## src/rtl/lfu_pkg.sv

```systemverilog
// ----------------------------------------------------------------------------
// lfu_pkg
// Shared types and defaults for the LFU key/value cache.
// ----------------------------------------------------------------------------
package lfu_pkg;

    localparam int ENTRIES_DEF    = 16;
    localparam int COUNT_BITS_DEF = 16;
    localparam logic [4:0] CAP_RESET = 5'd16;

    typedef enum logic [2:0] {
        ST_IDLE,
        ST_LOOK,
        ST_HIT,
        ST_SCAN,
        ST_INS,
        ST_DONE
    } t_state;

    typedef enum logic [1:0] {
        CMD_NONE,
        CMD_HIT,
        CMD_INS
    } t_cmd_kind;

    // broadcast from the controller to every cell
    typedef struct packed {
        t_cmd_kind kind;
        logic      is_put;
        logic      evict;
    } t_cmd;

endpackage

```

## src/rtl/lfu_cache_key_value_top.sv

```systemverilog
// ----------------------------------------------------------------------------
// lfu_cache_key_value_top
// LFU key/value cache built as a row of entry cells with a search chain.
// ----------------------------------------------------------------------------
// Path: a hit goes ST_LOOK, ST_HIT, ST_DONE, then the output register; a get miss
//   or a put with zero capacity goes ST_LOOK, ST_DONE; a put miss goes ST_LOOK,
//   ST_SCAN (victim search rippling one cell per cycle), ST_INS, ST_DONE.
// Throughput: one item at a time; next item accepted once this one is handed
//   to the output register (which may still hold it while stalled).
// Reset: synchronous active low; clears entry valid bits, occupancy, FSM and
//   sets capacity to 16. Entry payload is not cleared.
module lfu_cache_key_value_top #(
    parameter int ENTRIES    = lfu_pkg::ENTRIES_DEF,
    parameter int COUNT_BITS = lfu_pkg::COUNT_BITS_DEF
) (
    input  logic        i_clk,
    input  logic        i_rst_n,
    // request channel
    input  logic        s_axis_tvalid,
    output logic        s_axis_tready,
    input  logic [63:0] s_axis_tdata,  // [31:0] key, [63:32] value
    input  logic [0:0]  s_axis_tuser,  // [0] opcode (0 get, 1 put)
    // response channel
    output logic        m_axis_tvalid,
    input  logic        m_axis_tready,
    // [0] found, [32:1] read_value, [33] evicted, [65:34] evicted_key, rest 0
    output logic [71:0] m_axis_tdata,
    // capacity write
    input  logic        i_cfg_valid,
    output logic        o_cfg_ready,
    input  logic [4:0]  i_cfg_data
);
    import lfu_pkg::*;

    localparam int IW = (ENTRIES > 1) ? $clog2(ENTRIES) : 1;
    localparam int OW = $clog2(ENTRIES + 1);
    localparam int MW = (OW > 5) ? OW : 5;
    localparam logic [MW-1:0] ENT_M = MW'(ENTRIES);
    localparam logic [OW-1:0] SCAN_LAST = OW'(ENTRIES - 1);

    t_state r_state, n_state;

    logic [4:0]    r_cap;
    logic [OW-1:0] r_occ;
    logic [OW-1:0] r_scan;

    // current item and its result
    logic          r_op;
    logic [31:0]   r_key;
    logic [31:0]   r_val;
    logic          r_hit;
    logic [IW-1:0] r_hrank;
    logic [31:0]   r_rd;
    logic          r_ev;
    logic [31:0]   r_evk;

    logic          r_ovalid;
    logic [71:0]   r_odata;

    // cell row
    t_cmd          cmd;
    logic [IW-1:0] ref_rank;
    logic [IW-1:0] target;
    logic          cell_match [ENTRIES];
    logic [31:0]   cell_value [ENTRIES];
    logic [IW-1:0] cell_rank  [ENTRIES];

    logic                  cv [ENTRIES+1];
    logic [COUNT_BITS-1:0] cc [ENTRIES+1];
    logic [IW-1:0]         cr [ENTRIES+1];
    logic [31:0]           ck [ENTRIES+1];
    logic [IW-1:0]         ci [ENTRIES+1];
    logic                  fv [ENTRIES+1];
    logic [IW-1:0]         fi [ENTRIES+1];

    logic          hit;
    logic [31:0]   hit_value;
    logic [IW-1:0] hit_rank;
    logic [MW-1:0] cap_eff;
    logic          cap_zero;
    logic          evict;
    logic          load_out;

    // chain head: no candidate, no free slot yet
    assign cv[0] = 1'b0;
    assign cc[0] = '0;
    assign cr[0] = '0;
    assign ck[0] = '0;
    assign ci[0] = '0;
    assign fv[0] = 1'b0;
    assign fi[0] = '0;

    for (genvar g = 0; g < ENTRIES; g++) begin : g_cell
        lfu_cell #(
            .ENTRIES    (ENTRIES),
            .COUNT_BITS (COUNT_BITS),
            .IDX        (g)
        ) u_cell (
            .i_clk        (i_clk),
            .i_rst_n      (i_rst_n),
            .i_cmd        (cmd),
            .i_key        (r_key),
            .i_value      (r_val),
            .i_ref_rank   (ref_rank),
            .i_target     (target),
            .o_match      (cell_match[g]),
            .o_value      (cell_value[g]),
            .o_rank       (cell_rank[g]),
            .i_cand_valid (cv[g]),
            .i_cand_cnt   (cc[g]),
            .i_cand_rank  (cr[g]),
            .i_cand_key   (ck[g]),
            .i_cand_idx   (ci[g]),
            .i_free_valid (fv[g]),
            .i_free_idx   (fi[g]),
            .o_cand_valid (cv[g+1]),
            .o_cand_cnt   (cc[g+1]),
            .o_cand_rank  (cr[g+1]),
            .o_cand_key   (ck[g+1]),
            .o_cand_idx   (ci[g+1]),
            .o_free_valid (fv[g+1]),
            .o_free_idx   (fi[g+1])
        );
    end

    // keys are unique among valid entries, so at most one cell matches
    always_comb begin
        hit       = 1'b0;
        hit_value = '0;
        hit_rank  = '0;
        for (int i = 0; i < ENTRIES; i++) begin
            hit       = hit | cell_match[i];
            hit_value = hit_value | (cell_match[i] ? cell_value[i] : 32'd0);
            hit_rank  = hit_rank  | (cell_match[i] ? cell_rank[i]  : '0);
        end
    end

    assign cap_eff  = (MW'(r_cap) > ENT_M) ? ENT_M : MW'(r_cap);
    assign cap_zero = (cap_eff == '0);
    // used in ST_INS, once the ST_SCAN state has let the chain tail settle
    assign evict    = (MW'(r_occ) >= cap_eff) && cv[ENTRIES];
    assign target   = evict ? ci[ENTRIES] : fi[ENTRIES];
    assign ref_rank = (r_state == ST_HIT) ? r_hrank : cr[ENTRIES];
    assign load_out = (r_state == ST_DONE) && (!r_ovalid || m_axis_tready);

    always_ff @(posedge i_clk) begin
        if (!i_rst_n) begin
            r_state <= ST_IDLE;
        end else begin
            r_state <= n_state;
        end
    end

    always_comb begin
        n_state    = r_state;
        cmd.kind   = CMD_NONE;
        cmd.is_put = r_op;
        cmd.evict  = evict;
        case (r_state)
            ST_IDLE: begin
                if (s_axis_tvalid) n_state = ST_LOOK;
            end
            ST_LOOK: begin
                if (r_op && cap_zero) n_state = ST_DONE;
                else if (hit)         n_state = ST_HIT;
                else if (r_op)        n_state = ST_SCAN;
                else                  n_state = ST_DONE;
            end
            ST_HIT: begin
                cmd.kind = CMD_HIT;
                n_state  = ST_DONE;
            end
            ST_SCAN: begin
                if (r_scan == SCAN_LAST) n_state = ST_INS;
            end
            ST_INS: begin
                cmd.kind = CMD_INS;
                n_state  = ST_DONE;
            end
            ST_DONE: begin
                if (load_out) n_state = ST_IDLE;
            end
            default: begin
                n_state = ST_IDLE;
            end
        endcase
    end

    assign s_axis_tready = (r_state == ST_IDLE);
    assign o_cfg_ready   = 1'b1;

    always_ff @(posedge i_clk) begin
        if (!i_rst_n) begin
            r_cap <= CAP_RESET;
            r_occ <= '0;
        end else begin
            if (i_cfg_valid) r_cap <= i_cfg_data;
            if (r_state == ST_INS && !evict) r_occ <= r_occ + 1'b1;
        end
    end

    always_ff @(posedge i_clk) begin
        if (s_axis_tvalid && s_axis_tready) begin
            r_op  <= s_axis_tuser[0];
            r_key <= s_axis_tdata[31:0];
            r_val <= s_axis_tdata[63:32];
        end
        r_scan <= (r_state == ST_SCAN) ? r_scan + 1'b1 : '0;
        case (r_state)
            ST_LOOK: begin
                r_hit   <= hit;
                r_hrank <= hit_rank;
                r_ev    <= 1'b0;
                r_evk   <= '0;
                if (hit) r_rd <= (r_op && !cap_zero) ? r_val : hit_value;
                else     r_rd <= '0;
            end
            ST_INS: begin
                r_rd  <= r_val;
                r_ev  <= evict;
                r_evk <= evict ? ck[ENTRIES] : 32'd0;
            end
            default: begin
            end
        endcase
    end

    always_ff @(posedge i_clk) begin
        if (!i_rst_n) begin
            r_ovalid <= 1'b0;
        end else if (load_out) begin
            r_ovalid <= 1'b1;
        end else if (m_axis_tready) begin
            r_ovalid <= 1'b0;
        end
    end

    always_ff @(posedge i_clk) begin
        if (load_out) begin
            r_odata <= {6'd0, r_evk, r_ev, r_rd, r_hit};
        end
    end

    assign m_axis_tvalid = r_ovalid;
    assign m_axis_tdata  = r_odata;

    // occupancy never passes the number of cells
    a_occ_bound: assert property (@(posedge i_clk) disable iff (!i_rst_n)
        r_occ <= OW'(ENTRIES))
        else $error("occupancy above entry count");

    // an insert only follows a lookup that missed
    a_ins_miss: assert property (@(posedge i_clk) disable iff (!i_rst_n)
        (r_state == ST_INS) |-> !r_hit && r_op)
        else $error("insert after a hit");

    // a result with an eviction never reports the key as found
    a_ev_found: assert property (@(posedge i_clk) disable iff (!i_rst_n)
        load_out |=> !(m_axis_tdata[33] && m_axis_tdata[0]))
        else $error("eviction on a hit");

endmodule

```

## src/rtl/lfu_cell.sv

```systemverilog
// ----------------------------------------------------------------------------
// lfu_cell
// One cache entry plus one stage of the victim / free-slot search chain.
// ----------------------------------------------------------------------------
module lfu_cell #(
    parameter int ENTRIES    = 16,
    parameter int COUNT_BITS = 16,
    parameter int IDX        = 0,
    localparam int IW = (ENTRIES > 1) ? $clog2(ENTRIES) : 1
) (
    input  logic                  i_clk,
    input  logic                  i_rst_n,
    input  lfu_pkg::t_cmd         i_cmd,
    input  logic [31:0]           i_key,
    input  logic [31:0]           i_value,
    input  logic [IW-1:0]         i_ref_rank,
    input  logic [IW-1:0]         i_target,
    output logic                  o_match,
    output logic [31:0]           o_value,
    output logic [IW-1:0]         o_rank,
    input  logic                  i_cand_valid,
    input  logic [COUNT_BITS-1:0] i_cand_cnt,
    input  logic [IW-1:0]         i_cand_rank,
    input  logic [31:0]           i_cand_key,
    input  logic [IW-1:0]         i_cand_idx,
    input  logic                  i_free_valid,
    input  logic [IW-1:0]         i_free_idx,
    output logic                  o_cand_valid,
    output logic [COUNT_BITS-1:0] o_cand_cnt,
    output logic [IW-1:0]         o_cand_rank,
    output logic [31:0]           o_cand_key,
    output logic [IW-1:0]         o_cand_idx,
    output logic                  o_free_valid,
    output logic [IW-1:0]         o_free_idx
);
    import lfu_pkg::*;

    localparam logic [COUNT_BITS-1:0] CNT_MAX = '1;
    localparam logic [IW-1:0]         MY_IDX  = IW'(IDX);

    logic                  r_valid;
    logic [31:0]           r_key;
    logic [31:0]           r_value;
    logic [COUNT_BITS-1:0] r_count;
    logic [IW-1:0]         r_rank;

    logic                  r_cv;
    logic [COUNT_BITS-1:0] r_cc;
    logic [IW-1:0]         r_cr;
    logic [31:0]           r_ck;
    logic [IW-1:0]         r_ci;
    logic                  r_fv;
    logic [IW-1:0]         r_fi;

    logic match;
    logic is_target;
    logic better;

    assign match     = r_valid && (r_key == i_key);
    assign is_target = (i_target == MY_IDX);
    assign better    = r_valid && (!i_cand_valid || (r_count < i_cand_cnt) ||
                       ((r_count == i_cand_cnt) && (r_rank > i_cand_rank)));

    assign o_match = match;
    assign o_value = r_value;
    assign o_rank  = r_rank;

    always_ff @(posedge i_clk) begin
        if (!i_rst_n) begin
            r_valid <= 1'b0;
        end else if (i_cmd.kind == CMD_INS && is_target) begin
            r_valid <= 1'b1;
        end
    end

    always_ff @(posedge i_clk) begin
        case (i_cmd.kind)
            CMD_HIT: begin
                if (match) begin
                    if (i_cmd.is_put) r_value <= i_value;
                    if (r_count != CNT_MAX) r_count <= r_count + 1'b1;
                    r_rank <= '0;
                end else if (r_valid && r_rank < i_ref_rank) begin
                    r_rank <= r_rank + 1'b1;
                end
            end
            CMD_INS: begin
                if (is_target) begin
                    r_key   <= i_key;
                    r_value <= i_value;
                    r_count <= COUNT_BITS'(1);
                    r_rank  <= '0;
                end else if (r_valid && (!i_cmd.evict || r_rank < i_ref_rank)) begin
                    // ranks behind the victim drop by one and rise by one again
                    r_rank <= r_rank + 1'b1;
                end
            end
            default: begin
            end
        endcase
    end

    // search chain stage
    always_ff @(posedge i_clk) begin
        if (better) begin
            r_cv <= 1'b1;
            r_cc <= r_count;
            r_cr <= r_rank;
            r_ck <= r_key;
            r_ci <= MY_IDX;
        end else begin
            r_cv <= i_cand_valid;
            r_cc <= i_cand_cnt;
            r_cr <= i_cand_rank;
            r_ck <= i_cand_key;
            r_ci <= i_cand_idx;
        end
        r_fv <= i_free_valid | ~r_valid;
        r_fi <= i_free_valid ? i_free_idx : MY_IDX;
    end

    assign o_cand_valid = r_cv;
    assign o_cand_cnt   = r_cc;
    assign o_cand_rank  = r_cr;
    assign o_cand_key   = r_ck;
    assign o_cand_idx   = r_ci;
    assign o_free_valid = r_fv;
    assign o_free_idx   = r_fi;

endmodule

```

## config.mk

```make
export PLATFORM = sky130hd
export DESIGN_NAME = lfu_cache_key_value_top
export DESIGN_NICKNAME = d
export VERILOG_FILES = /design/src/rtl/lfu_pkg.sv /design/src/rtl/lfu_cache_key_value_top.sv /design/src/rtl/lfu_cell.sv
export SDC_FILE = /design/constraint.sdc
export NUM_CORES = 2
export LEC_CHECK = 0
export ABC_CLOCK_PERIOD_IN_PS = 6800
export BUFFER_PORTS_ARGS = -buffer_cell sky130_fd_sc_hd__buf_2
export CORE_MARGIN = 1
export CORE_UTILIZATION = 40
export CTS_BUF_LIST = sky130_fd_sc_hd__clkbuf_8
export DETAILED_ROUTE_END_ITERATION = 12
export GPL_TIMING_DRIVEN = 0
export PLACE_DENSITY = 0.66
export SETUP_SLACK_MARGIN = 0.1
export SLEW_MARGIN = 20
export SYNTH_ARGS = -nofsm -noshare
export SYNTH_HDL_FRONTEND = slang
export SYNTH_SLANG_ARGS = --single-unit
```

## constraint.sdc

```tcl
create_clock -name i_clk -period 6.8 [get_ports i_clk]
set_input_delay 0.68 -clock i_clk [delete_from_list [all_inputs] [get_ports i_clk]]
set_output_delay 0.68 -clock i_clk [all_outputs]
set_load 0.05 [all_outputs]
```

# Word-level counts from Yosys, hierarchy flattened
# Index checks and enable logic that the tools add are counted.
# totals
ff_bits	2525
output_inout_bits	75
# classes
muxes	290
bitwise	74
n_lt_le_gt_ge	48
n_reduce_logical	237
n_eq_ne	154
addsub	34
# ops
op	count
32-bit two-way mux	67
32-bit one-hot mux with 2 select lines	18
16-bit two-way mux	62
32-bit equality test	16
16-bit one-hot mux with 2 select lines	16
32-bit bitwise OR	15
4-bit two-way mux	97
16-bit by 1-bit adder with 16-bit output, second input constant	16
16-bit inequality test, second input constant	16
16-bit equality test	15
16-bit less-than comparator	15
4-bit one-hot mux with 2 select lines	16
4-bit AND reduction	32
1-bit logical AND	100
2-bit by 1-bit inequality test with 1-bit output, second input constant	48
3-bit by 1-bit inequality test with 1-bit output, second input constant	31
4-bit by 1-bit adder with 4-bit output, second input constant	16
4-bit less-than comparator	16
4-bit greater-than comparator	15
4-bit bitwise OR	15
3-bit AND reduction	17
1-bit logical OR	47
4-bit equality test, second input constant	8
2-bit AND reduction	16
other kinds (28)	107

# Longest topological paths before layout
# depth
word_depth	21
ltp_mapped	12
mapped_depth_nobuf	10

# Modules after synthesis
# Synthesis repeated with hierarchy kept, for this count alone.
# unflattened
hier_cells	7755
hier_area_um2	107881.0
# by_module_without_submodules
module	area_each_um2	instances	cells_per_inst
lfu_cell at g_cell[3].u_cell ...	6095.8	3	427
lfu_cell at g_cell[11].u_cell ...	6078.3	3	429
lfu_cell at g_cell[10].u_cell ...	6073.3	2	429
lfu_cache_key_value_top	11025.6	1	917
lfu_cell at g_cell[1].u_cell	6070.8	1	429
lfu_cell at g_cell[2].u_cell	6067.1	1	429
lfu_cell at g_cell[0].u_cell	6065.8	1	429
lfu_cell at g_cell[15].u_cell	6062.1	1	426
lfu_cell at g_cell[8].u_cell	6038.3	1	422
lfu_cell at g_cell[9].u_cell	6038.3	1	423
lfu_cell at g_cell[7].u_cell	5925.7	1	427
lfu_cell at g_cell[4].u_cell	5918.2	1	427

# Worst setup path before layout
# Ideal clock, no wire load.
# synth_timing
kind	register to register
startpoint	register r_occ[0]
endpoint	register g_cell[5].u_cell.r_key[0] (enable)
path_buffers	1
t_arrival_ns	4.449
path_stages_with_launch	11
path_slack_ns	1.887
setup_time_ns	0.463
cell_sequence	dfxtp_1 -> inv_1 -> ha_1 -> nand2b_1 -> a21o_1 -> a21o_1 -> a211o_1 -> buf_2 -> a21oi_1 -> nor2_1 -> nor3_1
# synth_between
elab_chain_len	5
# synth_rtl
item	line_no	rtl
start: declaration	lfu_cache_key_value_top.sv:44	logic [OW-1:0] r_occ;
start signal: assignment	lfu_cache_key_value_top.sv:198	if (r_state == ST_INS && !evict) r_occ <= r_occ + 1'b1;
5-bit >= comparator	lfu_cache_key_value_top.sv:141	assign evict = (MW'(r_occ) >= cap_eff) && cv[ENTRIES];
1-bit logical AND	lfu_cache_key_value_top.sv:141	
4-bit two-way mux	lfu_cache_key_value_top.sv:142	assign target = evict ? ci[ENTRIES] : fi[ENTRIES];
4-bit by 3-bit equality test with 1-bit output	lfu_cell.sv:60	assign is_target = (i_target == MY_IDX);
2-bit AND reduction (no line)	n/a	
end signal: assignment	lfu_cell.sv:89	r_key <= i_key;
end: declaration	lfu_cell.sv:42	logic [31:0] r_key;
# No other way between the ends.
# A chain may end at the register's enable or synchronous reset.

# Worst setup path in the final report
# layout_timing
startpoint	register r_key[6]
endpoint	register g_cell[5].u_cell.r_value[10] (enable)
# layout_between
elab_chain_len	4
# layout_rtl
item	line_no	rtl
start: declaration	lfu_cache_key_value_top.sv:49	logic [31:0] r_key;
start signal: assignment	lfu_cache_key_value_top.sv:205	r_key <= s_axis_tdata[31:0];
32-bit equality test	lfu_cell.sv:59	assign match = r_valid && (r_key == i_key);
1-bit logical AND	lfu_cell.sv:59	
2-bit by 1-bit inequality test with 1-bit output (no line)	n/a	
4-bit AND reduction (no line)	n/a	
end signal: assignment	lfu_cell.sv:80	if (i_cmd.is_put) r_value <= i_value;
end signal: assignment	lfu_cell.sv:90	r_value <= i_value;
end: declaration	lfu_cell.sv:43	logic [31:0] r_value;
# No other way between the ends.

==> summary.txt <==
Yosys
  • Syn. warnings: 0
  • Sequential element share of the synthesized area: ~64%
  • Synth Area in Compound Gates: between 5 and 6%
  • Count leader, synth: edfxtp_1
  • Post-synth ARST share: 0%
  • Synth area leader: edfxtp_1
  • #FFs+latches synth: between 2000 and 3000
  • Adder-Cell Fraction of Synth Area: roughly 4.7%
  • Number of synthesized flops with an enable pin: ~1500
  • Multiplexer share of the synthesized area: 8.44%
  • Largest family of logic cells by synthesized area: multiplexers
  • Cell count after synthesis: roughly 7400
  • Ranking of synthesized cells by area: edfxtp_1, dfxtp_1, mux2_2, xor2_1, ha_1
  • Most common library cells after synthesis: edfxtp_1, dfxtp_1, mux2_2, xor2_1, nor2_1
  • Post-Syn Area: roughly 0.10 mm^2
  • Netlist cell types: 70
  • XOR/XNOR share of the synthesized area: roughly 6.4%
  • Main synth FF type: edfxtp_1
  • Yosys top cell area share: between 40 and 50%
  • Synthesized area per cell: ~14 um^2
  • Synth Area in Simple Gates: ~7.6%

Timing
  • Pins over their slew limit: 0
  • Slew margin rel.: 18.4%
  • Clk_skew: 156 ps
  • RSZ-0062 raised after global routing: false
  • Least-Margin Pin Slew: ~1200 ps
  • Hold Fails Final Rpt: 0
  • Max Freq: roughly 0.16 GHz
  • Final min period: ~6400 ps
  • Fin Setup TNS: 0 ps
  • Period utilization: between 90% and 100%
  • Final number of setup-violating endpoints: 0

CTS
  • Post-CTS sizing: 0
  • Maximum root-to-sink buffer count: 4
  • Post-CTS Setup Inserts: 0
  • Clk_lat worst skew: ~1200 ps
  • H-tree depth: 5
  • # clock sinks: between 2000 and 3000
  • CTS clock-pin slew for the worst setup and hold paths: ~70 ps
  • CTS tree: built
  • Inserted Clock Buffers: around 400
  • Root Driver: clkbuf_8
  • CTS hold repair buffers: 74

GRT
  • First-pass GRT wire length: around 430000 um
  • Met3 Track Usage GR: 4.86%
  • Top Usage Layer GRT: met2
  • Initial antenna violation count: 12
  • Gr ovfl total: 0
  • GRT Resource Usage Total: ~23%
  • M2 GR Usage: between 30% and 40%
  • Met1 Use GR: 31.5%
  • Largest net degree at the start of global routing: 52
  • Vias in the first global route: ~64000

Placed design
  • Port Buffers: about 140
  • Post-DP HPWL: around 220000 um
  • Placer Congestion: roughly 0.93

Setup path
  • CP required: roughly 7600 ps
  • WS Path Type: flip-flop to flip-flop
  • Critical Path Sink Type: flip-flop
  • Crit path DAT: 7190 ps
  • Critical path launch point type: flip-flop
  • Worst-path maximum fanout: 18

Floorplan
  • Chip height: 509 um
  • Die area: ~0.26 mm^2
  • Chip Width: about 500 um
  • # IOs: 150
  • Starting Density: 40.4%
  • Row cnt: 185
  • Core box area: around 0.26 mm^2

Power and ir drop
  • Leak: 44.2 nW
  • Max VDD drop: about 0.24 mV
  • PD cells: 299 mW/mm^2

Detailed routing
  • Via density: 5.45
  • Drt first pass iters: 6
  • Detail Route Antenna Nets: 0
  • Iter 0 DRT Violations: between 7000 and 8000
  • Wire per inst: about 25 um
  • Number of remaining DRC errors: 0
  • Detailed-route via count: 64301
  • Final wirelength: around 300000 um

Cells and area
  • Fin util: between 40% and 50%
  • Layout cells sized above 1: between 20% and 30%
  • Final nets: 8571
  • Area grow syn2layout: 14.7%

Outcome
  • Run status: completed

Min path
  • Hold crit path type: input pin to flip-flop

Job
  • Max-capacitance violation count: 0
-- state kept, by name, summed over array words and instances (netlist names), 16 cells and up --
signal / cells
g_cell.u_cell.o_cand_cnt: 240
g_cell.u_cell.o_rank: 64
r_key: 32
g_cell.u_cell.r_key: 512
g_cell.u_cell.o_value: 512
g_cell.u_cell.o_free_idx: 49
g_cell.u_cell.o_cand_rank: 64
r_evk: 32
r_val: 32
g_cell.u_cell.o_cand_idx: 49
g_cell.u_cell.r_valid: 16
r_rd: 32
g_cell.u_cell.r_count: 256
g_cell.u_cell.o_cand_key: 512
m_axis_tdata: 66
g_cell.u_cell.o_cand_valid: 16
-- cells by family (layout without fill, tap and decap cells) --
family / Yosys count / in the layout
multiplexers: 773 / 773
XOR/XNOR: 752 / 752
AND/OR/NAND/NOR: 1489 / 1489
adder cells (fa/ha/maj): 390 / 390
other: 2 / 17
AO/OA/AOI/OAI: 822 / 822
buffers and inverters: 664 / 1673
flip-flops: 2525 / 2525
-- worst max-delay path: stages (launching register included) --
cell,delay (ps)
edfxtp_1,1090
buf_2,490
xor2_1,200
nor4_1,850
nand4_1,210
nor4_2,950
buf_2,550
buf_2,460
o2bb2ai_2,310
nor2_4,610
buf_12,280
-- area by class of cell --
| cell class | count | area [um^2] |
|---|---|---|
| timing repair buffer | 280 | 2710 |
| sequential | 2525 | 66000 |
| clock inverter | 254 | 1160 |
| fill | 22412 | 137000 |
| tap | 3366 | 4210 |
| clock buffer | 475 | 6540 |
| buffer | 310 | 1790 |
| inverter | 354 | 1330 |
| antenna | 10 | 25.0 |
| multi-input combinational | 4233 | 34400 |
-- metal layers --
| metal | part of all wire (%) | up-vias |
|---|---|---|
| li1 | - | 28475 |
| met5 | 0.027 | - |
| met1 | 42 | 32166 |
| met3 | 9.4 | 623 |
| met2 | 45 | 3031 |
| met4 | 3.5 | 6 |
-- layout by cell type (no fill, tap or decap), types with 113 or more instances in the layout --
cell type,instances
edfxtp_1,1545
dfxtp_1,980
mux2_2,760
xor2_1,623
inv_1,507
clkbuf_8,475
ha_1,390
nor2_1,384
buf_2,245
a21oi_1,163
nand2_1,158
nand3_1,147
nand4_1,139
xnor2_1,129
and2_1,119
nor4_1,113
-- path summary, 6_finish.rpt --
check	from	to	slack (ps)	cells after the start
worst min register to register	r_rd[18]$_DFFE_PP_	m_axis_tdata[19]$_DFFE_PP_	370	0
worst max register to register	r_key[6]$_DFFE_PP_	g_cell[5].u_cell.o_value[10]$_DFFE_PP_	360	10
worst min-delay path	i_cfg_valid	r_cap[0]$_SDFFE_PN0P_	100	3
worst max-delay path	r_key[6]$_DFFE_PP_	g_cell[5].u_cell.o_value[10]$_DFFE_PP_	360	10
-- power breakdown --
group	internal (mW)	leakage [nW]	switching, mW
Combinational	1.50	17.5	2.59
Clock	6.47	4.56	6.00
Sequential	17.8	22.1	0.927
Total	25.8	44.2	9.52
-- stage by stage --
step	hold slack (ps)	area [um^2]	worst slack [ps]	power [mW]	std cells
finish	98.6	118000	361	35.3	11807
global route	67.0	118000	367	36.5	11804
CTS	32.9	118000	458	35.4	11797
detailed placement	392	110000	570	23.0	10994
global placement	380	108000	-2240	22.7	10929
floorplan	349	103000	1890	21.1	7422
Note: power is estimated with default switching activity, not from simulation.
